### src/hw/rtl/dhd_pkg.sv
// shared types and constants for the doubling and halving divider
package dhd_pkg;

    localparam int QUEUE_DEPTH = 2;
    localparam int QPTR_W      = $clog2(QUEUE_DEPTH);
    localparam int QCNT_W      = $clog2(QUEUE_DEPTH + 1);

    typedef struct packed {
        logic zero_div;
        logic skip_double;
    } class_t;

    localparam int CLASS_W = $bits(class_t);

endpackage

### src/hw/rtl/doubling_halving_divider.sv
// top level of the doubling and halving divider
// path: front register, then the back stage loads the divider, runs the
// doubling and halving steps and finishes into the output register; the back
// stage takes a new item only once the last is done, as the shift and
// subtract datapath is shared; a zero divisor skips doubling and halving
// reset: asynchronous active low, clears the queue, the sequencer and valids
module doubling_halving_divider #(
    parameter int DATA_WIDTH = 31
) (
    input  logic                  clk,
    input  logic                  rst_n,
    input  logic                  in_valid,
    output logic                  in_stall,
    input  logic [DATA_WIDTH-1:0] dividend_in,
    input  logic [DATA_WIDTH-1:0] divisor_in,
    output logic                  out_valid,
    input  logic                  out_stall,
    output logic [DATA_WIDTH-1:0] quotient,
    output logic                  div_by_zero
);

    localparam int QW = 2 * DATA_WIDTH + dhd_pkg::CLASS_W;

    logic                  push;
    logic                  queue_full;
    logic                  queue_not_empty;
    logic                  pop;
    logic [DATA_WIDTH-1:0] f_dividend;
    logic [DATA_WIDTH-1:0] f_divisor;
    dhd_pkg::class_t       f_class;
    logic [QW-1:0]         q_in;
    logic [QW-1:0]         q_out;
    logic [DATA_WIDTH-1:0] b_dividend;
    logic [DATA_WIDTH-1:0] b_divisor;
    dhd_pkg::class_t       b_class;

    dhd_front #(
        .DATA_WIDTH (DATA_WIDTH)
    ) u_front (
        .clk         (clk),
        .rst_n       (rst_n),
        .in_valid    (in_valid),
        .in_stall    (in_stall),
        .dividend_in (dividend_in),
        .divisor_in  (divisor_in),
        .push        (push),
        .queue_full  (queue_full),
        .dividend    (f_dividend),
        .divisor     (f_divisor),
        .item_class  (f_class)
    );

    assign q_in = {f_dividend, f_divisor, f_class};

    dhd_queue #(
        .WIDTH (QW)
    ) u_queue (
        .clk       (clk),
        .rst_n     (rst_n),
        .push      (push),
        .push_data (q_in),
        .full      (queue_full),
        .pop       (pop),
        .not_empty (queue_not_empty),
        .pop_data  (q_out)
    );

    assign b_dividend = q_out[QW-1 -: DATA_WIDTH];
    assign b_divisor  = q_out[dhd_pkg::CLASS_W +: DATA_WIDTH];
    assign b_class    = q_out[dhd_pkg::CLASS_W-1:0];

    dhd_back #(
        .DATA_WIDTH (DATA_WIDTH)
    ) u_back (
        .clk         (clk),
        .rst_n       (rst_n),
        .not_empty   (queue_not_empty),
        .pop         (pop),
        .dividend    (b_dividend),
        .divisor     (b_divisor),
        .item_class  (b_class),
        .out_valid   (out_valid),
        .out_stall   (out_stall),
        .quotient    (quotient),
        .div_by_zero (div_by_zero)
    );

endmodule

### src/hw/rtl/dhd_front.sv
// front stage: takes input items and classifies them before queueing
module dhd_front #(
    parameter int DATA_WIDTH = 31
) (
    input  logic                                clk,
    input  logic                                rst_n,
    input  logic                                in_valid,
    output logic                                in_stall,
    input  logic [DATA_WIDTH-1:0]               dividend_in,
    input  logic [DATA_WIDTH-1:0]               divisor_in,
    output logic                                push,
    input  logic                                queue_full,
    output logic [DATA_WIDTH-1:0]               dividend,
    output logic [DATA_WIDTH-1:0]               divisor,
    output dhd_pkg::class_t                     item_class
);

    logic                  valid_reg;
    logic                  valid_next;
    logic [DATA_WIDTH-1:0] dividend_reg;
    logic [DATA_WIDTH-1:0] divisor_reg;
    dhd_pkg::class_t       class_reg;
    dhd_pkg::class_t       class_next;
    logic                  take;

    assign push     = valid_reg && !queue_full;
    assign in_stall = valid_reg && queue_full;
    assign take     = in_valid && !in_stall;

    always_comb
    begin
        class_next.zero_div    = (divisor_in == '0);
        class_next.skip_double = (divisor_in >= dividend_in);
        valid_next             = valid_reg;
        if (take)
        begin
            valid_next = 1'b1;
        end
        else if (push)
        begin
            valid_next = 1'b0;
        end
    end

    always_ff @(posedge clk or negedge rst_n)
    begin
        if (!rst_n)
        begin
            valid_reg <= 1'b0;
        end
        else
        begin
            valid_reg <= valid_next;
        end
    end

    always_ff @(posedge clk)
    begin
        if (take)
        begin
            dividend_reg <= dividend_in;
            divisor_reg  <= divisor_in;
            class_reg    <= class_next;
        end
    end

    assign dividend   = dividend_reg;
    assign divisor    = divisor_reg;
    assign item_class = class_reg;

endmodule

### src/hw/rtl/dhd_queue.sv
// short item queue between front and back
module dhd_queue #(
    parameter int WIDTH = 64
) (
    input  logic             clk,
    input  logic             rst_n,
    input  logic             push,
    input  logic [WIDTH-1:0] push_data,
    output logic             full,
    input  logic             pop,
    output logic             not_empty,
    output logic [WIDTH-1:0] pop_data
);

    logic [WIDTH-1:0]           mem_reg [dhd_pkg::QUEUE_DEPTH];
    logic [dhd_pkg::QPTR_W-1:0] wr_ptr_reg;
    logic [dhd_pkg::QPTR_W-1:0] wr_ptr_next;
    logic [dhd_pkg::QPTR_W-1:0] rd_ptr_reg;
    logic [dhd_pkg::QPTR_W-1:0] rd_ptr_next;
    logic [dhd_pkg::QCNT_W-1:0] count_reg;
    logic [dhd_pkg::QCNT_W-1:0] count_next;
    logic                       do_push;
    logic                       do_pop;

    assign full      = (count_reg == dhd_pkg::QCNT_W'(dhd_pkg::QUEUE_DEPTH));
    assign not_empty = (count_reg != '0);
    assign do_push   = push && !full;
    assign do_pop    = pop && not_empty;
    assign pop_data  = mem_reg[rd_ptr_reg];

    always_comb
    begin
        wr_ptr_next = do_push ? wr_ptr_reg + 1'b1 : wr_ptr_reg;
        rd_ptr_next = do_pop ? rd_ptr_reg + 1'b1 : rd_ptr_reg;
        count_next  = count_reg;
        if (do_push && !do_pop)
        begin
            count_next = count_reg + 1'b1;
        end
        else if (do_pop && !do_push)
        begin
            count_next = count_reg - 1'b1;
        end
    end

    always_ff @(posedge clk or negedge rst_n)
    begin
        if (!rst_n)
        begin
            wr_ptr_reg <= '0;
            rd_ptr_reg <= '0;
            count_reg  <= '0;
        end
        else
        begin
            wr_ptr_reg <= wr_ptr_next;
            rd_ptr_reg <= rd_ptr_next;
            count_reg  <= count_next;
        end
    end

    always_ff @(posedge clk)
    begin
        if (do_push)
        begin
            mem_reg[wr_ptr_reg] <= push_data;
        end
    end

endmodule

### src/hw/rtl/dhd_back.sv
// back stage: iterative doubling and halving division with output register
module dhd_back #(
    parameter int DATA_WIDTH = 31
) (
    input  logic                  clk,
    input  logic                  rst_n,
    input  logic                  not_empty,
    output logic                  pop,
    input  logic [DATA_WIDTH-1:0] dividend,
    input  logic [DATA_WIDTH-1:0] divisor,
    input  dhd_pkg::class_t       item_class,
    output logic                  out_valid,
    input  logic                  out_stall,
    output logic [DATA_WIDTH-1:0] quotient,
    output logic                  div_by_zero
);

    localparam logic [1:0] ST_IDLE   = 2'd0;
    localparam logic [1:0] ST_DOUBLE = 2'd1;
    localparam logic [1:0] ST_HALVE  = 2'd2;
    localparam logic [1:0] ST_FINISH = 2'd3;

    logic [1:0]            state_reg;
    logic [1:0]            state_next;
    logic [DATA_WIDTH-1:0] rem_reg;
    logic [DATA_WIDTH-1:0] rem_next;
    logic [DATA_WIDTH:0]   sd_reg;
    logic [DATA_WIDTH:0]   sd_next;
    logic [DATA_WIDTH:0]   wt_reg;
    logic [DATA_WIDTH:0]   wt_next;
    logic [DATA_WIDTH-1:0] q_reg;
    logic [DATA_WIDTH-1:0] q_next;
    logic                  dbz_reg;
    logic                  dbz_next;
    logic                  out_valid_reg;
    logic                  out_valid_next;
    logic [DATA_WIDTH-1:0] out_q_reg;
    logic                  out_dbz_reg;
    logic                  out_free;
    logic                  load_out;
    logic                  fits;

    assign out_free = !out_valid_reg || !out_stall;
    assign pop      = (state_reg == ST_IDLE) && not_empty;
    assign load_out = (state_reg == ST_FINISH) && out_free;
    assign fits     = (sd_reg <= {1'b0, rem_reg});

    always_comb
    begin
        state_next = state_reg;
        rem_next   = rem_reg;
        sd_next    = sd_reg;
        wt_next    = wt_reg;
        q_next     = q_reg;
        dbz_next   = dbz_reg;
        unique case (state_reg)
            ST_IDLE:
            begin
                if (not_empty)
                begin
                    rem_next = dividend;
                    sd_next  = {1'b0, divisor};
                    wt_next  = (DATA_WIDTH + 1)'(1);
                    q_next   = '0;
                    dbz_next = item_class.zero_div;
                    if (item_class.zero_div)
                    begin
                        state_next = ST_FINISH;
                    end
                    else if (item_class.skip_double)
                    begin
                        state_next = ST_HALVE;
                    end
                    else
                    begin
                        state_next = ST_DOUBLE;
                    end
                end
            end
            ST_DOUBLE:
            begin
                if (sd_reg < {1'b0, rem_reg})
                begin
                    sd_next = {sd_reg[DATA_WIDTH-1:0], 1'b0};
                    wt_next = {wt_reg[DATA_WIDTH-1:0], 1'b0};
                end
                else
                begin
                    state_next = ST_HALVE;
                end
            end
            ST_HALVE:
            begin
                if (wt_reg != '0)
                begin
                    if (fits)
                    begin
                        q_next   = q_reg + wt_reg[DATA_WIDTH-1:0];
                        rem_next = rem_reg - sd_reg[DATA_WIDTH-1:0];
                    end
                    sd_next = {1'b0, sd_reg[DATA_WIDTH:1]};
                    wt_next = {1'b0, wt_reg[DATA_WIDTH:1]};
                end
                else
                begin
                    state_next = ST_FINISH;
                end
            end
            ST_FINISH:
            begin
                if (out_free)
                begin
                    state_next = ST_IDLE;
                end
            end
            default:
            begin
                state_next = ST_IDLE;
            end
        endcase
    end

    always_comb
    begin
        out_valid_next = out_valid_reg;
        if (load_out)
        begin
            out_valid_next = 1'b1;
        end
        else if (!out_stall)
        begin
            out_valid_next = 1'b0;
        end
    end

    always_ff @(posedge clk or negedge rst_n)
    begin
        if (!rst_n)
        begin
            state_reg     <= ST_IDLE;
            out_valid_reg <= 1'b0;
        end
        else
        begin
            state_reg     <= state_next;
            out_valid_reg <= out_valid_next;
        end
    end

    always_ff @(posedge clk)
    begin
        rem_reg <= rem_next;
        sd_reg  <= sd_next;
        wt_reg  <= wt_next;
        q_reg   <= q_next;
        dbz_reg <= dbz_next;
        if (load_out)
        begin
            out_q_reg   <= q_reg;
            out_dbz_reg <= dbz_reg;
        end
    end

    assign out_valid   = out_valid_reg;
    assign quotient    = out_q_reg;
    assign div_by_zero = out_dbz_reg;

endmodule
### config.mk
export PLATFORM = sky130hd
export DESIGN_NAME = doubling_halving_divider
export DESIGN_NICKNAME = d
export VERILOG_FILES = /design/src/hw/rtl/dhd_pkg.sv /design/src/hw/rtl/doubling_halving_divider.sv /design/src/hw/rtl/dhd_front.sv /design/src/hw/rtl/dhd_queue.sv /design/src/hw/rtl/dhd_back.sv
export SDC_FILE = /design/constraint.sdc
export NUM_CORES = 1
export LEC_CHECK = 0
export BUFFER_PORTS_ARGS = -buffer_cell sky130_fd_sc_hd__buf_4
export CORE_MARGIN = 3
export CORE_UTILIZATION = 30
export CTS_CLUSTER_SIZE = 10
export DETAILED_ROUTE_END_ITERATION = 10
export PLACE_DENSITY = 0.41
export SETUP_SLACK_MARGIN = 0.1
export SYNTH_ARGS = -nofsm -noshare
export SYNTH_HDL_FRONTEND = slang
export SYNTH_SLANG_ARGS = --single-unit
### constraint.sdc
create_clock -name clk -period 15 [get_ports clk]
set_clock_uncertainty 0.15 [all_clocks]
set_input_delay 3 -clock clk [delete_from_list [all_inputs] [get_ports clk]]
set_output_delay 3 -clock clk [all_outputs]
set_load 0.01 [all_outputs]
# After elaboration in Yosys (flattened, before gate mapping)
# Memory sizes are Yosys's and may differ from the RTL's.
# Index checks and enable logic that the tools add are counted.
dict set report totals {
  mem_bits_rw 128
  romBits 0
  latchBits 0
  regBits 231
  memories 1
}
# name depth width rd rd_ports_with_merged_regs wr line_no
set mem_list {}
lappend mem_list {u_queue.mem_reg 2 64 1 0 1 dhd_queue.sv:15} ;# logic [WIDTH-1:0] mem_reg [dhd_pkg::QUEUE_DEPTH];
dict set report classes {
  multipliers 0
  shifts 0
  muxes 31
  addsub 6
  bitwise_logic 0
  n_reduce_logical 28
  n_lt_le_gt_ge 3
  n_eq_ne 12
  div_mod_pow 0
}
# op count
set ops {}
lappend ops {{two-way mux 32 bit} 6}
lappend ops {{one-hot mux 32 bit (3 select lines)} 2}
lappend ops {{two-way mux 31 bit} 6}
lappend ops {{one-hot mux 31 bit (2 select lines)} 2}
lappend ops {{<= comparator 32 x 31 -> 1 bit} 1}
lappend ops {{< comparator 32 x 31 -> 1 bit} 1}
lappend ops {{nonzero test 32 bit} 1}
lappend ops {{adder 31 bit} 1}
lappend ops {{greater-or-equal comparator 31 bit} 1}
lappend ops {{logical NOT 31 bit} 1}
lappend ops {{subtractor 31 bit} 1}
lappend ops {{two-way mux 2 bit} 8}
lappend ops {{inequality test 2 x 1 -> 1 bit, second input constant} 6}
lappend ops {{AND reduction 4 bit} 3}
lappend ops {{logical AND 1 bit} 9}
lappend ops {{one-hot mux 2 bit (4 select lines)} 1}
lappend ops {{nonzero test 2 bit} 4}
lappend ops {{== test 2 bit, second input constant} 3}
lappend ops {{logical NOT 1 bit} 6}
lappend ops {{two-way mux 1 bit} 6}
lappend ops {{inequality test 2 bit, second input constant} 2}
lappend ops {{nonzero test 3 bit} 1}
lappend ops {{adder 1 bit, second input constant} 2}
lappend ops {{adder 2 x 1 -> 2 bit, second input constant} 1}
lappend ops {{5 further kinds} 5}

# Logic depth before layout (Yosys ltp)
dict set report depth {
  ltp_word 8
  depth_mapped 12
  ltp_nobuf 12
}

# Cells and area by module
# Synthesis repeated with hierarchy kept, for this count alone.
dict set report unflattened {
  cells_unflattened 1386
  area_unflattened_um2 18195.0
}
# module n_inst area_per_inst_um2 cells_per_inst seq_area_each_um2
set by_module_without_submodules {}
lappend by_module_without_submodules {dhd_back 1 10359.9 981 4849.7}
lappend by_module_without_submodules {dhd_queue 1 5024.8 218 3943.8}
lappend by_module_without_submodules {dhd_front 1 2810.2 187 1946.9}

# Worst setup path before layout
# Ideal clock, no wire load.
dict set report synth_path {
  kind {reg2reg}
  startpoint {register u_back.sd_reg[17]}
  endpoint {register u_back.q_reg[0] (enable)}
  setup_slack_ns 7.392
  t_required_ns 14.256
  path_stages_with_launch 11
  period_less_slack_ns 7.608
  path_buffers 1
  arrival_time_ns 6.864
  setup_ns 0.594
  path_cell_list {edfxtp_1 inv_1 ha_1 clkbuf_1 a21o_1 a21o_1 a21oi_1 o21ai_0 a211oi_1 o211ai_2 a311oi_1}
}
dict set report synth_between {
  elab_chain_cells 3
}
# item line_no
set synth_lines {}
lappend synth_lines {{start: declaration} dhd_back.sv:27} ;# logic [DATA_WIDTH:0] sd_reg;
lappend synth_lines {{start signal: assignment} dhd_back.sv:153} ;# sd_reg <= sd_next;
lappend synth_lines {{<= comparator 32 x 31 -> 1 bit} dhd_back.sv:46} ;# assign fits = (sd_reg <= {1'b0, rem_reg});
lappend synth_lines {{inequality test 2 x 1 -> 1 bit (no line)} --}
lappend synth_lines {{AND reduction 4 bit (no line)} --}
lappend synth_lines {{end signal: assignment} dhd_back.sv:155} ;# q_reg <= q_next;
lappend synth_lines {{end: declaration} dhd_back.sv:31} ;# logic [DATA_WIDTH-1:0] q_reg;
# Every way passes these cells.
# A chain may end at the register's enable or synchronous reset.

# Final worst setup path
dict set report layout_path {
  startpoint {register u_queue.count_reg[0] (netlist name)}
  endpoint {output in_stall}
}
dict set report layout_between {
  elab_chain_cells 2
}
# item line_no
set layout_lines {}
lappend layout_lines {{start: declaration} dhd_queue.sv:20} ;# logic [dhd_pkg::QCNT_W-1:0] count_reg;
lappend layout_lines {{start signal: assignment} dhd_queue.sv:58} ;# count_reg <= count_next;
lappend layout_lines {{== test 2 bit} dhd_queue.sv:25} ;# assign full = (count_reg == dhd_pkg::QCNT_W'(dhd_pkg::QUEUE_DEPTH));
lappend layout_lines {{logical AND 1 bit} dhd_front.sv:27} ;# assign in_stall = valid_reg && queue_full;
lappend layout_lines {{end: declaration} doubling_halving_divider.sv:13} ;# output logic in_stall,
# Every way passes these cells.

==> results.py <==
metrics = {
    "run_status": {
        "status": "completed",
    },
    "power": {
        "power_density_nw_per_um2": 261,
        "p_seq_share_pct": 35.7,
        "static-leakage-power_nw": 8.22,
        "intPower_mw": 3.28,
        "p_comb_share_pct": 45.9,
        "ir_worst_vdd_uv": 151,
        "switching_share_pct": 40.1,
        "power_mw": 5.48,
        "p_clk_share_pct": 18.5,
        "netSwitchingPower_mw": 2.20,
    },
    "sta": {
        "timing.hold.ws_ns": 0.289,
        "hold_viol_final": 0,
        "period_share_pct": 31.7,
        "final-max-slew-violation-count": 0,
        "relSlewSlack_pct": 20.0,
        "tns_ns": 0,
        "period_minus_slack_ns": 4.75,
        "finalSetupViolCount": 0,
        "max_freq_ghz": 0.210,
        "grt_setup_unrepaired": "false",
        "worst_pin_slew_ns": 1.20,
    },
    "placement": {
        "gp_congestion": 0.792,
        "hpwl_um": 28800,
        "dp_cells": 2240,
        "port_buffers": 99,
    },
    "worst_setup_path": {
        "cpPeakStageDelay_ns": 0.45,
        "startpoint_type": "register",
        "cp_top_family": "flip-flops",
        "r2r_slack_ns": 10.87,
        "required_ns": 11.85,
        "endpoint": "in_stall",
        "r2r_cells": 10,
        "slowest_stage": "dfrtp_1",
        "criticalPathCategory": "register to primary output",
        "crit_fanout": 6,
        "worst-path-stages": 3,
        "endpoint_kind": "primary output",
        "rr_startpoint": "u_back.sd_reg[25]",
        "critPathLaunch": "u_queue.count_reg[0]",
        "arrival_ns": 1.60,
        "reg2reg_to": "u_back.sd_reg[0]",
        "critical_path.cell_chain": "nand3b_1 > inv_1 > buf_4",
        "critPathBufInv": 2,
    },
    "floorplan": {
        "die_w_um": 251,
        "die_area_um2": 63000,
        "rows": 89,
        "num_io_pins": 100,
        "core_area_um2": 59200,
        "die_h_um": 251,
        "initial_utilization_pct": 30.4,
    },
    "layout": {
        "largest_reg_flops": 128,
        "areaGrowthSynthToFinish_pct": 16.5,
        "final_nets": 1708,
        "final_cell_count_no_fill": 2306,
        "antenna_cells": 0,
        "drive_above_1_share_pct": 12.9,
    },
    "logic_synthesis": {
        "synth-edff-count": 351,
        "ys.flop_type": "edfxtp_1",
        "syn_area_um2": 18000,
        "synth_area_leaders": "edfxtp_1 (59%), ha_1 (8.8%), a21oi_1 (2.8%)",
        "yosys_register_bits": 359,
        "synth-seq-area-share_pct": 59.7,
        "synth_nets": 1616,
        "synth_top_area_cell": "edfxtp_1",
        "ys_warn_count": 0,
        "synth.top_cell.area_share_pct": 58.6,
        "syn-mean-instance-area_um2": 12.7,
        "synth.distinct_cells": 70,
        "async_flop_share_pct": 2.23,
        "synthCells": 1421,
    },
    "cts": {
        "path_clk_slew_ns": 0.06,
        "cts-root-buf": "clkbuf_16",
        "numCtsBuffers": 44,
        "clk_latency_ns": 0.57,
        "postCtsSetupBuffers": 0,
        "clkSinkCount": 359,
        "tritoncts": "done",
        "htree_levels": 2,
        "ctsHoldBuffers": 0,
        "cts_resized": 0,
        "cts_buffer_depth": 3,
    },
    "global_route": {
        "grt-ovfl-total": 0,
        "antenna_found_initial": 1,
        "track_usage_pct": 13.5,
        "grt_pass1_vias": 11200,
        "grt_pass1_wl_um": 66400,
        "grt_max_degree": 87,
    },
    "detailed_routing": {
        "wl_um": 42300,
        "dr.pass1.iters": 5,
        "viasPerCell": 4.79,
        "ant_nets": 0,
        "drt_first_iter_violations": 514,
        "drc": 0,
        "vias": 11000,
        "avgRoutedWirePerCell_um": 18.4,
    },
    "min_path": {
        "min_path_type": "register to register",
        "holdPathStages": 0,
    },
    "job": {
        "drv_cap": 0,
    },
}
## worst min-delay path by stage
stage                             end           startpoint  slack [ns]
3_3_place_gp   u_queue.mem_reg[1][21]  u_front.divisor[19]        0.28
3_5_place_dp   u_queue.mem_reg[0][10]   u_front.divisor[8]        0.28
4_1_cts        u_queue.mem_reg[1][23]  u_front.divisor[21]        0.29
2_1_floorplan      u_back.div_by_zero       u_back.dbz_reg        0.25
6_report       u_queue.mem_reg[0][23]  u_front.divisor[21]        0.29
5_1_grt        u_queue.mem_reg[0][10]   u_front.divisor[8]        0.30
## logic make-up after synthesis
kind of cell	after synthesis	synth area share, %
xor+xnor	56	2.72
mux	33	1.85
compound gates	388	14.8
fa+ha+maj	129	9.05
simple gates	280	8.19
flops	359	59.7
buf+inv	176	3.73
## power groups by stage
stage / combinational (mW) / sequential, mW / clock [mW]
floorplan: 1.86 / 1.94 / 0
global placement: 2.55 / 1.98 / 0
detailed placement: 2.55 / 1.98 / 0
CTS: 2.57 / 1.96 / 1.05
global route: 2.85 / 2.01 / 1.09
finish: 2.51 / 1.95 / 1.01
## stage by stage
step / utilization [%] / cell area, um^2 / worst slack, ns
5_1_grt: 35.4 / 21000 / 10.17
6_report: 35.4 / 21000 / 10.25
3_5_place_dp: 33.1 / 19600 / 9.71
3_3_place_gp: 33.1 / 19600 / 9.76
2_1_floorplan: - / 18000 / 7.39
4_1_cts: 35.4 / 21000 / 10.22
## synthesized netlist by cell type, types with 9 or more instances
cell type / instances
edfxtp_1: 351
ha_1: 127
inv_1: 112
a21oi_1: 100
nand2_1: 64
o21ai_0: 49
a211oi_1: 47
a21o_1: 47
nor2b_1: 47
clkbuf_1: 46
nor2_1: 44
xnor2_1: 39
a22o_1: 31
a22oi_1: 31
mux2i_1: 31
and2_1: 28
nand4_1: 20
xor2_1: 17
nor4_1: 15
nand2b_1: 14
o21a_1: 11
a31oi_1: 10
nand3_1: 10
nor3_1: 10
and3_1: 9
buf_1: 9
o21bai_1: 9
## final cells by class
class,count,area [um^2]
Clock inverter,7,113
Clock buffer,59,1240
Sequential cell,359,10700
Multi-Input combinational cell,886,6660
Inverter,112,420
Tap cell,773,967
Fill cell,5883,38300
Timing Repair Buffer,110,826
## cells in the final DEF, fill, tap and decap left out, types with 8 or more instances in the layout
cell type and n:
a211oi_1 46, a21o_1 47, a21oi_1 100, a22o_1 31, a22oi_1 31, a31oi_1 10, and2_1 27, and3_1 8
buf_4 110, clkbuf_1 8, clkbuf_16 45, edfxtp_1 351, ha_1 125, inv_1 112, mux2i_1 31, nand2_1 64
nand2b_1 14, nand3_1 10, nand4_1 20, nor2_1 43, nor2b_1 47, nor3_1 10, nor4_1 15, o21a_1 11
o21ai_0 49, o21ai_1 8, o21bai_1 9, xnor2_1 39, xor2_1 17
## layer usage
layer  vias up  track usage, %  wire length (um)
met3        59            2.46              1450
met1      5313            18.5             20300
met2       163            22.2             19700
met5         -               0                13
li1       5499               -                 -
met4         2            3.27               799
No activity file was read; power rests on OpenSTA's default activity.
